===== src/hdl/lpg_pkg.sv =====
`timescale 1ns / 1ps

package lpg_pkg;

    localparam int COORD_BITS_DFLT = 12;
    localparam int COLOUR_BITS     = 32;

    localparam logic CMD_START   = 1'b0;
    localparam logic CMD_ADVANCE = 1'b1;

    // controller -> datapath
    typedef struct packed {
        logic capture;
        logic is_start;
        logic emit_pixel;
        logic load;
        logic step;
    } t_dp_cmd;

    // datapath -> controller
    typedef struct packed {
        logic degenerate;
        logic start_final;
        logic adv_final;
    } t_dp_stat;

endpackage


===== src/hdl/lpg_ifs.sv =====
`timescale 1ns / 1ps

interface lpg_cmd_if
    import lpg_pkg::*;
#(
    parameter int CB = COORD_BITS_DFLT
) ();
    logic                   valid;
    logic                   ready;
    logic                   cmd;
    logic [CB-1:0]          start_x;
    logic [CB-1:0]          start_y;
    logic [CB-1:0]          end_x;
    logic [CB-1:0]          end_y;
    logic [COLOUR_BITS-1:0] colour_in;

    modport source (
        output valid, cmd, start_x, start_y, end_x, end_y, colour_in,
        input  ready
    );
    modport sink (
        input  valid, cmd, start_x, start_y, end_x, end_y, colour_in,
        output ready
    );
endinterface

interface lpg_pix_if
    import lpg_pkg::*;
#(
    parameter int CB = COORD_BITS_DFLT
) ();
    logic                   valid;
    logic                   ready;
    logic [CB-1:0]          pixel_x;
    logic [CB-1:0]          pixel_y;
    logic [COLOUR_BITS-1:0] pixel_colour;
    logic                   pixel_valid;
    logic                   last;

    modport source (
        output valid, pixel_x, pixel_y, pixel_colour, pixel_valid, last,
        input  ready
    );
    modport sink (
        input  valid, pixel_x, pixel_y, pixel_colour, pixel_valid, last,
        output ready
    );
endinterface


===== src/hdl/lpg_ctrl.sv =====
`timescale 1ns / 1ps

module lpg_ctrl
    import lpg_pkg::*;
(
    input  logic     i_clk,
    input  logic     i_rst_n,
    input  logic     i_in_valid,
    input  logic     i_in_cmd,
    output logic     o_in_ready,
    input  logic     i_out_ready,
    output logic     o_out_valid,
    input  t_dp_stat i_stat,
    output t_dp_cmd  o_dp_cmd
);

    typedef enum logic {
        ST_IDLE,
        ST_ACTIVE
    } t_state;

    t_state r_state, n_state;
    logic   r_out_valid, n_out_valid;
    logic   accept;

    assign o_in_ready  = !r_out_valid || i_out_ready;
    assign o_out_valid = r_out_valid;
    assign accept      = i_in_valid && o_in_ready;

    always_comb begin
        n_state     = r_state;
        n_out_valid = r_out_valid;
        o_dp_cmd    = '0;
        if (accept) begin
            n_out_valid       = 1'b1;
        end else if (i_out_ready) begin
            n_out_valid       = 1'b0;
        end
        o_dp_cmd.capture  = accept;
        o_dp_cmd.is_start = (i_in_cmd == CMD_START);
        if (accept) begin
            if (i_in_cmd == CMD_START) begin
                // a new line restarts from either state
                o_dp_cmd.load       = !i_stat.degenerate;
                o_dp_cmd.emit_pixel = !i_stat.degenerate;
                n_state = (i_stat.degenerate || i_stat.start_final) ? ST_IDLE : ST_ACTIVE;
            end else begin
                unique case (r_state)
                    ST_IDLE: begin
                        n_state = ST_IDLE;
                    end
                    ST_ACTIVE: begin
                        o_dp_cmd.step       = 1'b1;
                        o_dp_cmd.emit_pixel = 1'b1;
                        n_state = i_stat.adv_final ? ST_IDLE : ST_ACTIVE;
                    end
                    default: begin
                        n_state = ST_IDLE;
                    end
                endcase
            end
        end
    end

    always_ff @(posedge i_clk) begin
        if (!i_rst_n) begin
            r_state     <= ST_IDLE;
            r_out_valid <= 1'b0;
        end else begin
            r_state     <= n_state;
            r_out_valid <= n_out_valid;
        end
    end

endmodule


===== src/hdl/lpg_datapath.sv =====
`timescale 1ns / 1ps

module lpg_datapath
    import lpg_pkg::*;
#(
    parameter int CB = COORD_BITS_DFLT
) (
    input  logic                   i_clk,
    input  logic                   i_rst_n,
    input  logic [CB-1:0]          i_start_x,
    input  logic [CB-1:0]          i_start_y,
    input  logic [CB-1:0]          i_end_x,
    input  logic [CB-1:0]          i_end_y,
    input  logic [COLOUR_BITS-1:0] i_colour,
    input  t_dp_cmd                i_cmd,
    output t_dp_stat               o_stat,
    output logic [CB-1:0]          o_pixel_x,
    output logic [CB-1:0]          o_pixel_y,
    output logic [COLOUR_BITS-1:0] o_pixel_colour,
    output logic                   o_pixel_valid,
    output logic                   o_last
);

    // line state
    logic [CB-1:0]          r_major, r_minor, r_err, r_den, r_abs_min, r_cnt;
    logic                   r_x_major, r_maj_up, r_min_up;
    logic [COLOUR_BITS-1:0] r_colour;

    // result registers
    logic [CB-1:0]          r_px, r_py;
    logic [COLOUR_BITS-1:0] r_pcol;
    logic                   r_pvalid, r_last;

    // start-side decode
    logic [CB-1:0] ax, ay, s_den, s_abs_min;
    logic          s_x_major, s_maj_up, s_min_up;

    // advance-side arithmetic
    logic [CB:0]   t_sum, t_dif;
    logic [CB-1:0] t_wrap_sum, t_wrap_dif;
    logic          wrap;
    logic [CB-1:0] n_major, n_minor, n_err;

    always_comb begin
        ax        = (i_end_x >= i_start_x) ? i_end_x - i_start_x : i_start_x - i_end_x;
        ay        = (i_end_y >= i_start_y) ? i_end_y - i_start_y : i_start_y - i_end_y;
        s_x_major = (ax >= ay);
        s_den     = s_x_major ? ax : ay;
        s_abs_min = s_x_major ? ay : ax;
        s_maj_up  = s_x_major ? (i_end_x > i_start_x) : (i_end_y > i_start_y);
        s_min_up  = s_x_major ? (i_end_y >= i_start_y) : (i_end_x >= i_start_x);

        o_stat.degenerate  = (ax == '0) && (ay == '0);
        o_stat.start_final = (s_den == CB'(1));
        o_stat.adv_final   = (r_cnt == CB'(1));
    end

    // error term: remainder for a rising minor axis, ceiling slack for a falling one
    always_comb begin
        t_sum      = {1'b0, r_err} + {1'b0, r_abs_min};
        t_dif      = {1'b0, r_err} - {1'b0, r_abs_min};
        t_wrap_sum = t_sum[CB-1:0] - r_den;
        t_wrap_dif = t_dif[CB-1:0] + r_den;
        if (r_min_up) begin
            wrap  = (t_sum >= {1'b0, r_den});
            n_err = wrap ? t_wrap_sum : t_sum[CB-1:0];
        end else begin
            wrap  = t_dif[CB];
            n_err = wrap ? t_wrap_dif : t_dif[CB-1:0];
        end
        n_minor = r_min_up ? r_minor + CB'(wrap) : r_minor - CB'(wrap);
        n_major = r_maj_up ? r_major + CB'(1) : r_major - CB'(1);
    end

    always_ff @(posedge i_clk) begin
        if (!i_rst_n) begin
            r_x_major <= 1'b1;
            r_cnt     <= '0;
        end else begin
            if (i_cmd.load) begin
                r_x_major <= s_x_major;
                r_cnt     <= s_den - CB'(1);
            end else if (i_cmd.step) begin
                r_cnt     <= r_cnt - CB'(1);
            end
        end
        if (i_cmd.load) begin
            r_major   <= s_x_major ? i_start_x : i_start_y;
            r_minor   <= s_x_major ? i_start_y : i_start_x;
            r_err     <= '0;
            r_den     <= s_den;
            r_abs_min <= s_abs_min;
            r_maj_up  <= s_maj_up;
            r_min_up  <= s_min_up;
            r_colour  <= i_colour;
        end else if (i_cmd.step) begin
            r_major   <= n_major;
            r_minor   <= n_minor;
            r_err     <= n_err;
        end
        if (i_cmd.capture) begin
            if (!i_cmd.emit_pixel) begin
                r_px     <= '0;
                r_py     <= '0;
                r_pcol   <= '0;
                r_pvalid <= 1'b0;
                r_last   <= 1'b1;
            end else if (i_cmd.is_start) begin
                r_px     <= i_start_x;
                r_py     <= i_start_y;
                r_pcol   <= i_colour;
                r_pvalid <= 1'b1;
                r_last   <= o_stat.start_final;
            end else begin
                r_px     <= r_x_major ? n_major : n_minor;
                r_py     <= r_x_major ? n_minor : n_major;
                r_pcol   <= r_colour;
                r_pvalid <= 1'b1;
                r_last   <= o_stat.adv_final;
            end
        end
    end

    assign o_pixel_x      = r_px;
    assign o_pixel_y      = r_py;
    assign o_pixel_colour = r_pcol;
    assign o_pixel_valid  = r_pvalid;
    assign o_last         = r_last;

endmodule


===== src/hdl/line_pixel_generator.sv =====
`timescale 1ns / 1ps

// channel   dir  modport  word
// i_cmd     in   sink     cmd, start_x, start_y, end_x, end_y, colour_in
// o_pix     out  source   pixel_x, pixel_y, pixel_colour, pixel_valid, last
//
// one command word in, one pixel word out, one word per clock sustained
// the result sits in an output register; a new word is taken in the same
// cycle the held one leaves, and a stall on o_pix holds i_cmd.ready low
// the minor axis follows an error term updated once per step (add or subtract, then a wrap check)
// synchronous active-low reset returns to idle with no line loaded

module line_pixel_generator
    import lpg_pkg::*;
#(
    parameter int COORD_BITS = COORD_BITS_DFLT
) (
    input  logic      i_clk,
    input  logic      i_rst_n,
    lpg_cmd_if.sink   i_cmd,
    lpg_pix_if.source o_pix
);

    t_dp_cmd  dp_cmd;
    t_dp_stat dp_stat;

    lpg_ctrl u_ctrl (
        .i_clk       (i_clk),
        .i_rst_n     (i_rst_n),
        .i_in_valid  (i_cmd.valid),
        .i_in_cmd    (i_cmd.cmd),
        .o_in_ready  (i_cmd.ready),
        .i_out_ready (o_pix.ready),
        .o_out_valid (o_pix.valid),
        .i_stat      (dp_stat),
        .o_dp_cmd    (dp_cmd)
    );

    lpg_datapath #(
        .CB (COORD_BITS)
    ) u_datapath (
        .i_clk          (i_clk),
        .i_rst_n        (i_rst_n),
        .i_start_x      (i_cmd.start_x),
        .i_start_y      (i_cmd.start_y),
        .i_end_x        (i_cmd.end_x),
        .i_end_y        (i_cmd.end_y),
        .i_colour       (i_cmd.colour_in),
        .i_cmd          (dp_cmd),
        .o_stat         (dp_stat),
        .o_pixel_x      (o_pix.pixel_x),
        .o_pixel_y      (o_pix.pixel_y),
        .o_pixel_colour (o_pix.pixel_colour),
        .o_pixel_valid  (o_pix.pixel_valid),
        .o_last         (o_pix.last)
    );

endmodule


===== src/flat_wrapper.sv =====
// flat-port wrapper written by rule: the top's interface ports become plain ports
module line_pixel_generator_flat import lpg_pkg::*;
#(
    parameter int COORD_BITS = COORD_BITS_DFLT
)
  (i_clk, i_rst_n, i_cmd_valid, i_cmd_cmd, i_cmd_start_x, i_cmd_start_y, i_cmd_end_x, i_cmd_end_y, i_cmd_colour_in, i_cmd_ready, o_pix_valid, o_pix_pixel_x, o_pix_pixel_y, o_pix_pixel_colour, o_pix_pixel_valid, o_pix_last, o_pix_ready);
  lpg_cmd_if #(.CB((12))) i_cmd_i ();
  lpg_pix_if #(.CB((12))) o_pix_i ();
  input  logic i_clk;
  input  logic i_rst_n;
  input wire logic [$bits(i_cmd_i.valid)-1:0] i_cmd_valid;
  input wire logic [$bits(i_cmd_i.cmd)-1:0] i_cmd_cmd;
  input wire logic [$bits(i_cmd_i.start_x)-1:0] i_cmd_start_x;
  input wire logic [$bits(i_cmd_i.start_y)-1:0] i_cmd_start_y;
  input wire logic [$bits(i_cmd_i.end_x)-1:0] i_cmd_end_x;
  input wire logic [$bits(i_cmd_i.end_y)-1:0] i_cmd_end_y;
  input wire logic [$bits(i_cmd_i.colour_in)-1:0] i_cmd_colour_in;
  output wire logic [$bits(i_cmd_i.ready)-1:0] i_cmd_ready;
  output wire logic [$bits(o_pix_i.valid)-1:0] o_pix_valid;
  output wire logic [$bits(o_pix_i.pixel_x)-1:0] o_pix_pixel_x;
  output wire logic [$bits(o_pix_i.pixel_y)-1:0] o_pix_pixel_y;
  output wire logic [$bits(o_pix_i.pixel_colour)-1:0] o_pix_pixel_colour;
  output wire logic [$bits(o_pix_i.pixel_valid)-1:0] o_pix_pixel_valid;
  output wire logic [$bits(o_pix_i.last)-1:0] o_pix_last;
  input wire logic [$bits(o_pix_i.ready)-1:0] o_pix_ready;
  assign i_cmd_i.valid = i_cmd_valid;
  assign i_cmd_i.cmd = i_cmd_cmd;
  assign i_cmd_i.start_x = i_cmd_start_x;
  assign i_cmd_i.start_y = i_cmd_start_y;
  assign i_cmd_i.end_x = i_cmd_end_x;
  assign i_cmd_i.end_y = i_cmd_end_y;
  assign i_cmd_i.colour_in = i_cmd_colour_in;
  assign i_cmd_ready = i_cmd_i.ready;
  assign o_pix_valid = o_pix_i.valid;
  assign o_pix_pixel_x = o_pix_i.pixel_x;
  assign o_pix_pixel_y = o_pix_i.pixel_y;
  assign o_pix_pixel_colour = o_pix_i.pixel_colour;
  assign o_pix_pixel_valid = o_pix_i.pixel_valid;
  assign o_pix_last = o_pix_i.last;
  assign o_pix_i.ready = o_pix_ready;
  line_pixel_generator #(.COORD_BITS(COORD_BITS)) u_core (.i_clk(i_clk), .i_rst_n(i_rst_n), .i_cmd(i_cmd_i), .o_pix(o_pix_i));
endmodule

===== config.mk =====
export PLATFORM = sky130hd
export DESIGN_NAME = line_pixel_generator_flat
export DESIGN_NICKNAME = d
export VERILOG_FILES = /design/src/hdl/lpg_pkg.sv /design/src/hdl/lpg_ifs.sv /design/src/hdl/lpg_ctrl.sv /design/src/hdl/lpg_datapath.sv /design/src/hdl/line_pixel_generator.sv /design/src/flat_wrapper.sv
export SDC_FILE = /design/constraint.sdc
export NUM_CORES = 1
export LEC_CHECK = 0
export BUFFER_PORTS_ARGS = -buffer_cell sky130_fd_sc_hd__buf_2
export CAP_MARGIN = 10
export CELL_PAD_IN_SITES_DETAIL_PLACEMENT = 0
export CELL_PAD_IN_SITES_GLOBAL_PLACEMENT = 2
export CORE_MARGIN = 3
export CORE_UTILIZATION = 35
export CTS_CLUSTER_DIAMETER = 80
export DETAILED_ROUTE_END_ITERATION = 8
export GPL_TIMING_DRIVEN = 0
export PLACE_DENSITY_LB_ADDON = 0.1
export REMOVE_ABC_BUFFERS = 1
export SLEW_MARGIN = 20
export SYNTH_ARGS = -nofsm -noshare
export SYNTH_HDL_FRONTEND = slang
export SYNTH_HIERARCHICAL = 1
export SYNTH_SLANG_ARGS = --single-unit

===== constraint.sdc =====
create_clock -name i_clk -period 9.9 [get_ports i_clk]
set_input_delay 0.99 -clock i_clk [delete_from_list [all_inputs] [get_ports i_clk]]
set_output_delay 0.99 -clock i_clk [all_outputs]
set_load 0.02 [all_outputs]

==> results.yml, run 1 <==
outcome:
  status: "complete, no violations"
finish:
  fin_util_pct: 41.0
  syn_to_final_growth_pct: 14.9
  multi_input_area_mm2: 0.00799
  n_fill_cell: 3817
  regArea_mm2: 0.00475
  drive_gt1_share_pct: 14.7
  diodes: 0
  stdcell_count: 2100
  nNetsFinal: 1801
flow_run:
  maxCapViolations: 0
placed_design:
  place_ws_ps: 2070
  place.gp.congestion: 0.828
  port_buffers: 144
  place_inst: 2068
  dp_hpwl_um: 31900
clock_network:
  clkSinkCount: 167
  cts_resized: 0
  cts_buffers: 17
  clock_path_buffers: 2
  clk_latency_ps: 450
  cts_max_level: 4
  post_cts_buffers: 0
  cts.hold.buffers_added: 0
  clkTransAtPathRegs_ps: 80
  cts_tree: "yes"
  root_buffer: "clkbuf_16"
drt:
  first_pass_iters: 4
  vias: 11000
  final_antenna_net_count: 0
  drt-total-wl_um: 41000
  routedWlPerCell_um: 19.5
  route.detailed.drc: 0
  via_per_inst: 5.24
  drt_iter0_drc: 592
grt:
  antenna_found_initial: 0
  grt_pass1_vias: 10900
  grt_pass1_wl_um: 63200
  grt_overflow: 0
  track_usage_pct: 19.8
  grt_max_degree: 37
worst_setup_path:
  ff2ff_path_depth: 28
  r2r_start: "u_core/u_datapath/r_abs_min[0]$_DFFE_PP_"
  worstSetupPathType: "input port to register"
  required_ps: 9970
  r2r-end: "u_core/u_datapath/o_pixel_y[10]$_SDFFCE_PN0P_"
  startpoint_type: "input port"
  rrSetupSlack_ps: 2560
  cp-end-kind: "register"
  arrival_ps: 7450
  worstPathMaxFanout: 29
  cp-startpoint: "i_cmd_start_x[5]"
die:
  die_w_um: 203
  row_count: 71
  ios: 145
  dieArea_mm2: 0.0411
  die_y_um: 203
  core_mm2: 0.0379
  start_util_pct: 35.7
hold_path:
  whs_endpoint: "u_core/u_datapath/r_err[0]$_SDFFE_PP0P_"
  hold_depth: 2
  hold_class: "register to register"
  worstHoldStart: "u_core/u_datapath/r_err[0]$_SDFFE_PP0P_"
sta:
  period_minus_slack_ps: 7380
  setup_violations: 0
  max_slew.worst_pin.slew_ps: 1000
  fin_crit_sh_pct: 74.5
  skew_ps: 12.4
  worst_slack_ps: 2520
  finalHoldViolCount: 0
  slew_violations: 0
  fmax_ghz: 0.135
  slew_headroom_pct: 33.3
  rsz0062_at_grt: "no"
logic_synthesis:
  ys.flop_type: "edfxtp_1"
  ys_seq_area_share_pct: 35.0
  async_flop_share_pct: 0
  yosys.area.top_type: "edfxtp_1"
  yosysWarnings: 6
  synthCells: 1464
  ys_types: 88
  synth.area.top_cells: "edfxtp_1 31%, ha_1 12%, mux2i_1 4.4%, a21oi_1 4.2%, inv_1 4.1%"
  synthTopCellsByCount: "148 x inv_1, 140 x edfxtp_1, 130 x ha_1"
  synth_top_area_share_pct: 31.0
  synth_edf_count: 140
  syn_area_per_cell_um2: 9.25
  synth_most_common_cell: "inv_1"
  ys_ff_latch: 167
  syn_area_mm2: 0.0135
power_and_ir_drop:
  power.leakage_nw: 6.87
  fin_total_pwr_w: 0.00382
  peakVddDrop_v: 0.000174
  p_per_area_mw_per_mm2: 246
routing by layer:
layer	global-route usage, %	share of wire [%]	vias up
met3	2.82	3.5	40
met1	26.0	46	5240
li1	-	-	5513
met4	6.46	2.7	0
met5	0	0	-
met2	33.7	48	213
area by class of cell:
class	instances	area share, %
multi-input cells	1082	51.4
flip-flops and latches	167	30.5
repair buffers	156	6.42
well taps	511	4.11
inverters	152	3.70
clock buffers	18	2.76
clock inverters	14	1.14
cell usage in the layout (no fill, tap or decap), types with 17 or more instances in the layout:
cell and n:
a21oi_1 112, ha_1 130, nor3_1 26, dfxtp_1 26
nor2b_1 43, inv_1 145, buf_2 144, clkbuf_16 17
nand2_1 97, a211oi_1 41, o211ai_1 20, a21o_1 32
o21ai_0 72, nor2_1 92, mux2i_1 59, nand3_1 27
xor2_1 26, xnor2_1 54, edfxtp_1 140
report_power, final:
| part | switching (W) | total, W | internal [W] |
|---|---|---|---|
| Combinational | 0.00129 | 0.00216 | 0.000877 |
| Clock | 0.000338 | 0.000703 | 0.000365 |
| Sequential | 0.0000558 | 0.000954 | 0.000899 |
critical path, stage by stage:
cell	delay [ps]
buf_2	130
inv_1	100
ha_1	450
a21oi_1	190
o21ai_1	170
a211oi_2	580
nand2_1	320
mux2i_1	200
xnor2_1	620
nand4_1	180
or3_1	340
nor4_1	410
nor4b_1	520
or2_4	270
nor2_4	120
buf_16	190
buf_12	180
buf_12	180
nor2_1	720
inv_2	520
worst max-delay path by stage:
| stage | to | slack [ps] | cells after the start |
|---|---|---|---|
| finish | u_core/u_datapath/r_minor[9]$_DFFE_PP_ | 2520 | 20 |
| global route | u_core/u_datapath/o_pixel_y[10]$_SDFFCE_PN0P_ | 1890 | 28 |
| CTS | u_core/u_datapath/r_minor[9]$_DFFE_PP_ | 2530 | 20 |
| detailed placement | u_core/u_datapath/r_major[11]$_DFFE_PP_ | 2070 | 20 |
| global placement | u_core/u_datapath/r_cnt[11]$_SDFFE_PN0P_ | -5810 | 20 |
| floorplan | u_core/u_datapath/r_cnt[11]$_SDFFE_PN0P_ | -350 | 19 |
per-stage QoR:
stage	area, um2	TNS (ps)	hold slack, ps
floorplan	13300	-3070	455
global placement	14600	-453680	485
detailed placement	15000	0	498
CTS	15600	0	509
global route	15600	0	548
finish	15600	0	511
cell families (layout without fill, tap and decap cells):
logic type,count (synthesis),count (layout),synth area share (%)
fa+ha+maj,140,140,13.5
simple gates,390,390,14.6
mux,60,60,4.46
buf+inv,215,340,6.20
compound gates,410,410,20.7
xor+xnor,82,82,5.46
flops,167,167,35.0
(Power assumes the default switching activity.)
==> run 2: changes to the inputs <==
--- a/config.mk
+++ b/config.mk
@@ -10,7 +10,7 @@
 export CELL_PAD_IN_SITES_DETAIL_PLACEMENT = 0
 export CELL_PAD_IN_SITES_GLOBAL_PLACEMENT = 2
 export CORE_MARGIN = 3
-export CORE_UTILIZATION = 35
+export CORE_UTILIZATION = 34
 export CTS_CLUSTER_DIAMETER = 80
 export DETAILED_ROUTE_END_ITERATION = 8
 export GPL_TIMING_DRIVEN = 0
==> constraint.sdc (replaced) <==
create_clock -name i_clk -period 6 [get_ports i_clk]
set_input_delay 0.6 -clock i_clk [delete_from_list [all_inputs] [get_ports i_clk]]
set_output_delay 0.6 -clock i_clk [all_outputs]
set_load 0.02 [all_outputs]
==> run 2 against run 1 <==
Via count up 1.8%. Utilization up 0.68 points. Wire length up 4.1%. Setup slack worse by 2300 ps. First-iteration DRC count down 7.3%. Sequential share of layout area down 1.3 points. Design area up 4.5%. Critical endpoint is now u_core/u_datapath/o_last$_SDFFCE_PN1P_. Highest routed layer unchanged.
==> results.yml, run 2 (synthesized netlist as in run 1, its figures left out) <==
outcome:
  status: "complete, no violations"
finish:
  postLayoutCellArea_mm2: 0.0163
  nNetsFinal: 1837
  fin_util_pct: 41.7
  n_fill_cell: 3894
  final_cell_mix: "144 x buf_2, 144 x inv_1, 140 x edfxtp_1, 124 x ha_1, 105 x a21oi_1"
  drive_gt1_share_pct: 20.2
  syn_to_final_growth_pct: 20.1
  diodes: 0
power_and_ir_drop:
  power.leakage_nw: 7.13
  p_per_area_mw_per_mm2: 416
  peakVddDrop_v: 0.000283
sta:
  fmax_ghz: 0.173
  slew_violations: 0
  skew_ps: 17.1
  rsz0062_at_grt: "yes"
  period_minus_slack_ps: 5790
  setup_violations: 0
  fin_crit_sh_pct: 96.4
  finalHoldViolCount: 0
  holdWs_ps: 334
  max_slew.worst_pin.slew_ps: 983
  slew_headroom_pct: 34.4
worst_setup_path:
  required_ps: 6330
  arrival_ps: 6120
  cp-startpoint: "i_cmd_end_y[0]"
  startpoint_type: "input port"
  worstPathMaxFanout: 22
  worstSetupPathType: "input port to register"
  ff2ff_path_depth: 33
  r2r-end: "u_core/u_datapath/o_pixel_y[10]$_SDFFCE_PN0P_"
  r2r_start: "u_core/u_datapath/r_abs_min[0]$_DFFE_PP_"
  cp-end-kind: "register"
  rrSetupSlack_ps: 270
drt:
  drt-total-wl_um: 42700
  via_per_inst: 5.23
  route.detailed.drc: 0
  routedWlPerCell_um: 19.9
  vias: 11200
  final_antenna_net_count: 0
  drt_iter0_drc: 549
  first_pass_iters: 5
die:
  die_y_um: 206
  row_count: 72
  start_util_pct: 34.7
  die_w_um: 206
  dieArea_mm2: 0.0423
  ios: 145
  core_mm2: 0.0390
grt:
  grt_max_degree: 37
  grt_overflow: 0
  grt_pass1_vias: 11200
  track_usage_pct: 20.2
  antenna_found_initial: 0
  grt_pass1_wl_um: 65300
hold_path:
  whs_endpoint: "u_core/u_datapath/r_colour[31]$_DFFE_PP_"
  hold_depth: 1
  worstHoldStart: "i_cmd_colour_in[31]"
  hold_class: "input port to register"
flow_run:
  maxCapViolations: 0
placed_design:
  place.gp.congestion: 0.828
  dp_hpwl_um: 32100
  port_buffers: 144
  place_area_mm2: 0.0150
clock_network:
  clkTransAtPathRegs_ps: 80
  clkSinkCount: 167
  cts_tree: "yes"
  cts_buffers: 17
  root_buffer: "clkbuf_16"
  cts.hold.buffers_added: 0
  clk_latency_ps: 450
  clock_path_buffers: 2
  cts_max_level: 4
[run 2: routing by layer]
layer  global-route usage, %  part of all wire (%)  vias to the layer above
met5                       0                     0                        -
met1                    26.7                    46                     5387
met2                    33.8                    48                      171
met4                    6.76                   2.8                        0
met3                    3.18                   3.0                       43
li1                        -                     -                     5602
[run 2: how the worst max path moves through the flow]
stage	to	slack, ps	cells after the start
CTS	u_core/u_datapath/o_pixel_y[8]$_SDFFCE_PN0P_	2	29
global placement	u_core/u_datapath/r_minor[1]$_DFFE_PP_	-9270	20
finish	u_core/u_datapath/o_last$_SDFFCE_PN1P_	210	22
detailed placement	u_core/u_datapath/r_minor[8]$_DFFE_PP_	-1370	19
floorplan	u_core/u_datapath/r_cnt[11]$_SDFFE_PN0P_	-3860	19
global route	u_core/u_datapath/o_pixel_y[10]$_SDFFCE_PN0P_	-30	33
[run 2: cell type report]
class	count	area (um2)	area share [%]
Multi-Input combinational cell	1084	8370	51.5
Sequential cell	167	4750	29.2
Timing Repair Buffer	190	1270	7.79
Tap cell	518	648	3.98
Inverter	152	583	3.58
Clock buffer	18	439	2.70
Clock inverter	14	206	1.27
[run 2: timing repair]
action,CTS,global route
pin swaps,15,18
endpoints found under the hold margin,0,0
endpoints found under the setup margin,75,58
gates cloned,1,1
buffers inserted,20,14
resized for setup,45,40
[run 2: power by group]
group	internal, W	switching, W
logic	0.00169	0.00230
clock network	0.000654	0.000555
registers	0.00148	0.0000929
[run 2: through the flow]
| step | setup TNS, ps | std cells | setup slack [ps] | power, W |
|---|---|---|---|---|
| 3_5_place_dp | -74370 | 2075 | -1370 | 0.00517 |
| 6_report | 0 | 2143 | 213 | 0.00677 |
| 3_3_place_gp | -1107420 | 2063 | -9270 | 0.00509 |
| 4_1_cts | 0 | 2128 | 1.60 | 0.00664 |
| 2_1_floorplan | -343620 | 1401 | -3860 | 0.00418 |
| 5_1_grt | -47.2 | 2143 | -31.8 | 0.00731 |
[run 2: critical path, stage by stage]
cell      delay [ps]
buf_2            120
inv_1             50
ha_1             170
inv_1             60
fa_1             400
nand3_1          200
a211oi_2         150
a2111o_2         600
nor2_4           280
mux2i_4          350
ha_1             270
a21o_1           160
a211oi_1         390
o31a_1           350
o21a_4           200
buf_16           170
mux2i_1          230
or2_2            410
nor4_4           340
nor4b_4          330
buf_4            170
a21o_1           100
==> run 3: changes to the inputs <==
--- a/config.mk
+++ b/config.mk
@@ -5,15 +5,15 @@
 export SDC_FILE = /design/constraint.sdc
 export NUM_CORES = 1
 export LEC_CHECK = 0
-export BUFFER_PORTS_ARGS = -buffer_cell sky130_fd_sc_hd__buf_2
+export ABC_AREA = 1
+export BUFFER_PORTS_ARGS = -buffer_cell sky130_fd_sc_hd__buf_4
 export CAP_MARGIN = 10
 export CELL_PAD_IN_SITES_DETAIL_PLACEMENT = 0
 export CELL_PAD_IN_SITES_GLOBAL_PLACEMENT = 2
 export CORE_MARGIN = 3
-export CORE_UTILIZATION = 34
+export CORE_UTILIZATION = 31
 export CTS_CLUSTER_DIAMETER = 80
 export DETAILED_ROUTE_END_ITERATION = 8
-export GPL_TIMING_DRIVEN = 0
 export PLACE_DENSITY_LB_ADDON = 0.1
 export REMOVE_ABC_BUFFERS = 1
 export SLEW_MARGIN = 20
==> run 3 against run 2 <==
Synthesized area up 8.6%. Global-route usage up 0.51 points. Non-clock buffer count down 23.
==> results.yml, run 3 <==
outcome:
  status: "complete, no violations"
worst_setup_path:
  required_ps: 6230
  startpoint_type: "register"
  cp-startpoint: "u_core/u_datapath/r_abs_min[0]$_DFFE_PP_"
  worstSetupPathType: "register to register"
  ff2ff_path_depth: 35
  cp_common_cell: "nand2_1"
  worstPathMaxFanout: 6
  r2r_start: "u_core/u_datapath/r_abs_min[0]$_DFFE_PP_"
  cp-end-kind: "register"
  arrival_ps: 5580
  cp_slowest_cell: "fa_1"
  slowest_delay_ps: 420
drt:
  dr_wl_met3_um: 1630
  routedLengthMet1_um: 23600
  routedWlPerCell_um: 18.6
  first_pass_iters: 5
  top_layer_used: "met4"
  wl_met2_um: 25100
  via_per_inst: 4.88
  vias: 13600
  route.detailed.drc: 0
  final_antenna_net_count: 0
  drt-total-wl_um: 51900
  drt_iter0_drc: 790
logic_synthesis:
  syn_area_mm2: 0.0147
  synthTopCellsByCount: "521 x nand2_1, 300 x inv_1, 166 x nand3_1"
  synthXorXnorAreaFrac_pct: 4.11
  synth_most_common_cell: "nand2_1"
  ys_ff_latch: 167
  synthAdderAreaFrac_pct: 12.4
  synth_compound_area_share_pct: 13.3
  synth_edf_count: 140
  synthSimpleGateAreaFrac_pct: 28.0
  async_flop_share_pct: 0
  synthMuxAreaShare_pct: 0
  synth.area.top_cells: "edfxtp_1 29%, nand2_1 13%, ha_1 11%, inv_1 7.7%, nand3_1 5.6%"
  ys.flop_type: "edfxtp_1"
  yosysWarnings: 6
  yosys.area.top_type: "edfxtp_1"
  synth_top_family_by_area: "simple AND/OR/NAND/NOR gates"
  synthCells: 2050
  ys_types: 55
  synth_top_area_share_pct: 28.6
  syn_area_per_cell_um2: 7.18
  ys_seq_area_share_pct: 32.2
hold_path:
  hold_class: "input port to register"
  worstHoldStart: "i_cmd_colour_in[29]"
  hold_depth: 1
placed_design:
  place_inst: 2756
  port_buffers: 144
  dp_hpwl_um: 42100
  place.gp.congestion: 0.866
grt:
  grt_max_degree: 67
  grt_pass1_wl_um: 79200
  grt_overflow: 0
  antenna_found_initial: 0
  track_usage_pct: 20.7
  grt_pass1_vias: 13400
finish:
  final_cell_mix: "520 x nand2_1, 298 x inv_1, 166 x nand3_1, 164 x buf_4, 158 x o21ai_0"
  nNetsFinal: 2393
  diodes: 0
  stdcell_count: 2788
  syn_to_final_growth_pct: 16.3
  drive_gt1_share_pct: 12.3
  final_common_cell: "nand2_1"
clock_network:
  root_buffer: "clkbuf_16"
  post_cts_buffers: 0
  cts_max_level: 4
  clkSinkCount: 167
  clock_path_buffers: 2
  cts_tree: "yes"
  cts_buffers: 17
  clk_latency_ps: 480
  clkTransAtPathRegs_ps: 80
sta:
  slew_headroom_pct: 37.8
  rsz0062_at_grt: "no"
  fmax_ghz: 0.187
  fin_crit_sh_pct: 89.2
  slew_violations: 0
  skew_ps: 19.2
  finalHoldViolCount: 0
  holdWs_ps: 301
  setup_violations: 0
  max_slew.worst_pin.slew_ps: 932
  period_minus_slack_ps: 5350
power_and_ir_drop:
  power.leakage_nw: 8.35
  peakVddDrop_v: 0.000226
  p_per_area_mw_per_mm2: 372
die:
  dieArea_mm2: 0.0501
  row_count: 79
  die_w_um: 224
  ios: 145
  start_util_pct: 31.5
  die_y_um: 224
  core_mm2: 0.0468
flow_run:
  maxCapViolations: 0
-- run 3: changes by cell type after synthesis, sizes merged, moves of 37 or more --
cell    previous run  this run
nor2b             43         0
o21ai             75       162
xnor2             54        17
nor2              94       174
mux2i             60         0
inv              150       305
nand3             27       174
nand2             99       536
a211oi            44         2
-- run 3: timing repair --
action | CTS | global route
setup endpoints to repair | 0 | 6
resized for setup | 0 | 12
hold buffers | 0 | 0
-- run 3: final timing paths --
check	end	slack, ps
setup / recovery	u_core/u_datapath/o_pixel_x[8]$_SDFFCE_PN0P_	650
hold / removal	u_core/u_datapath/r_colour[29]$_DFFE_PP_	300
setup reg to reg	u_core/u_datapath/o_pixel_x[8]$_SDFFCE_PN0P_	650
hold reg to reg	u_core/u_datapath/r_cnt[7]$_SDFFE_PN0P_	490
-- run 3: area by class of cell --
class	count	area [um2]
Sequential cell	167	4740
Inverter	306	1150
Tap cell	607	759
Clock buffer	18	439
Fill cell	5024	29600
Timing Repair Buffer	167	1290
Clock inverter	14	173
Multi-Input combinational cell	1509	8560
-- run 3: kinds of logic after synthesis --
logic type	count (synthesis)
simple gates	948
buf+inv	374
compound gates	352
flops	167
fa+ha+maj	140
xor+xnor	69
-- run 3: stage by stage --
stage / area, um2 / TNS, ps / setup slack, ps / util, % / total power (W)
global route: 17100 / 0 / 19.0 / 36.6 / 0.00695
detailed placement: 16500 / 0 / 312 / 35.2 / 0.00526
global placement: 16500 / 0 / 414 / 35.2 / 0.00527
CTS: 17100 / 0 / 290 / 36.6 / 0.00645
finish: 17100 / 0 / 647 / 36.6 / 0.00637
floorplan: 14400 / -169280 / -2460 / - / 0.00408
-- run 3: report_power, final --
group,internal [W],total [W],switching [W]
logic,0.00126,0.00368,0.00242
registers,0.00147,0.00155,0.0000783
clock network,0.000575,0.00114,0.000570
total,0.00331,0.00637,0.00307
-- run 3: metal layers --
layer | GRT usage, % | vias up
met3 | 3.00 | 55
li1 | - | 6995
met1 | 26.6 | 6308
met5 | 0 | -
met4 | 7.43 | 0
met2 | 35.7 | 258
-- run 3: worst max-delay path: cells and delay by family (launching register included) --
kind	cells	cell delay [ps]
adder cells (fa/ha/maj)	5	1630
AND/OR/NAND/NOR	14	1220
AO/OA/AOI/OAI	8	1150
buffers and inverters	6	430
flip-flops	1	380
XOR/XNOR	2	310
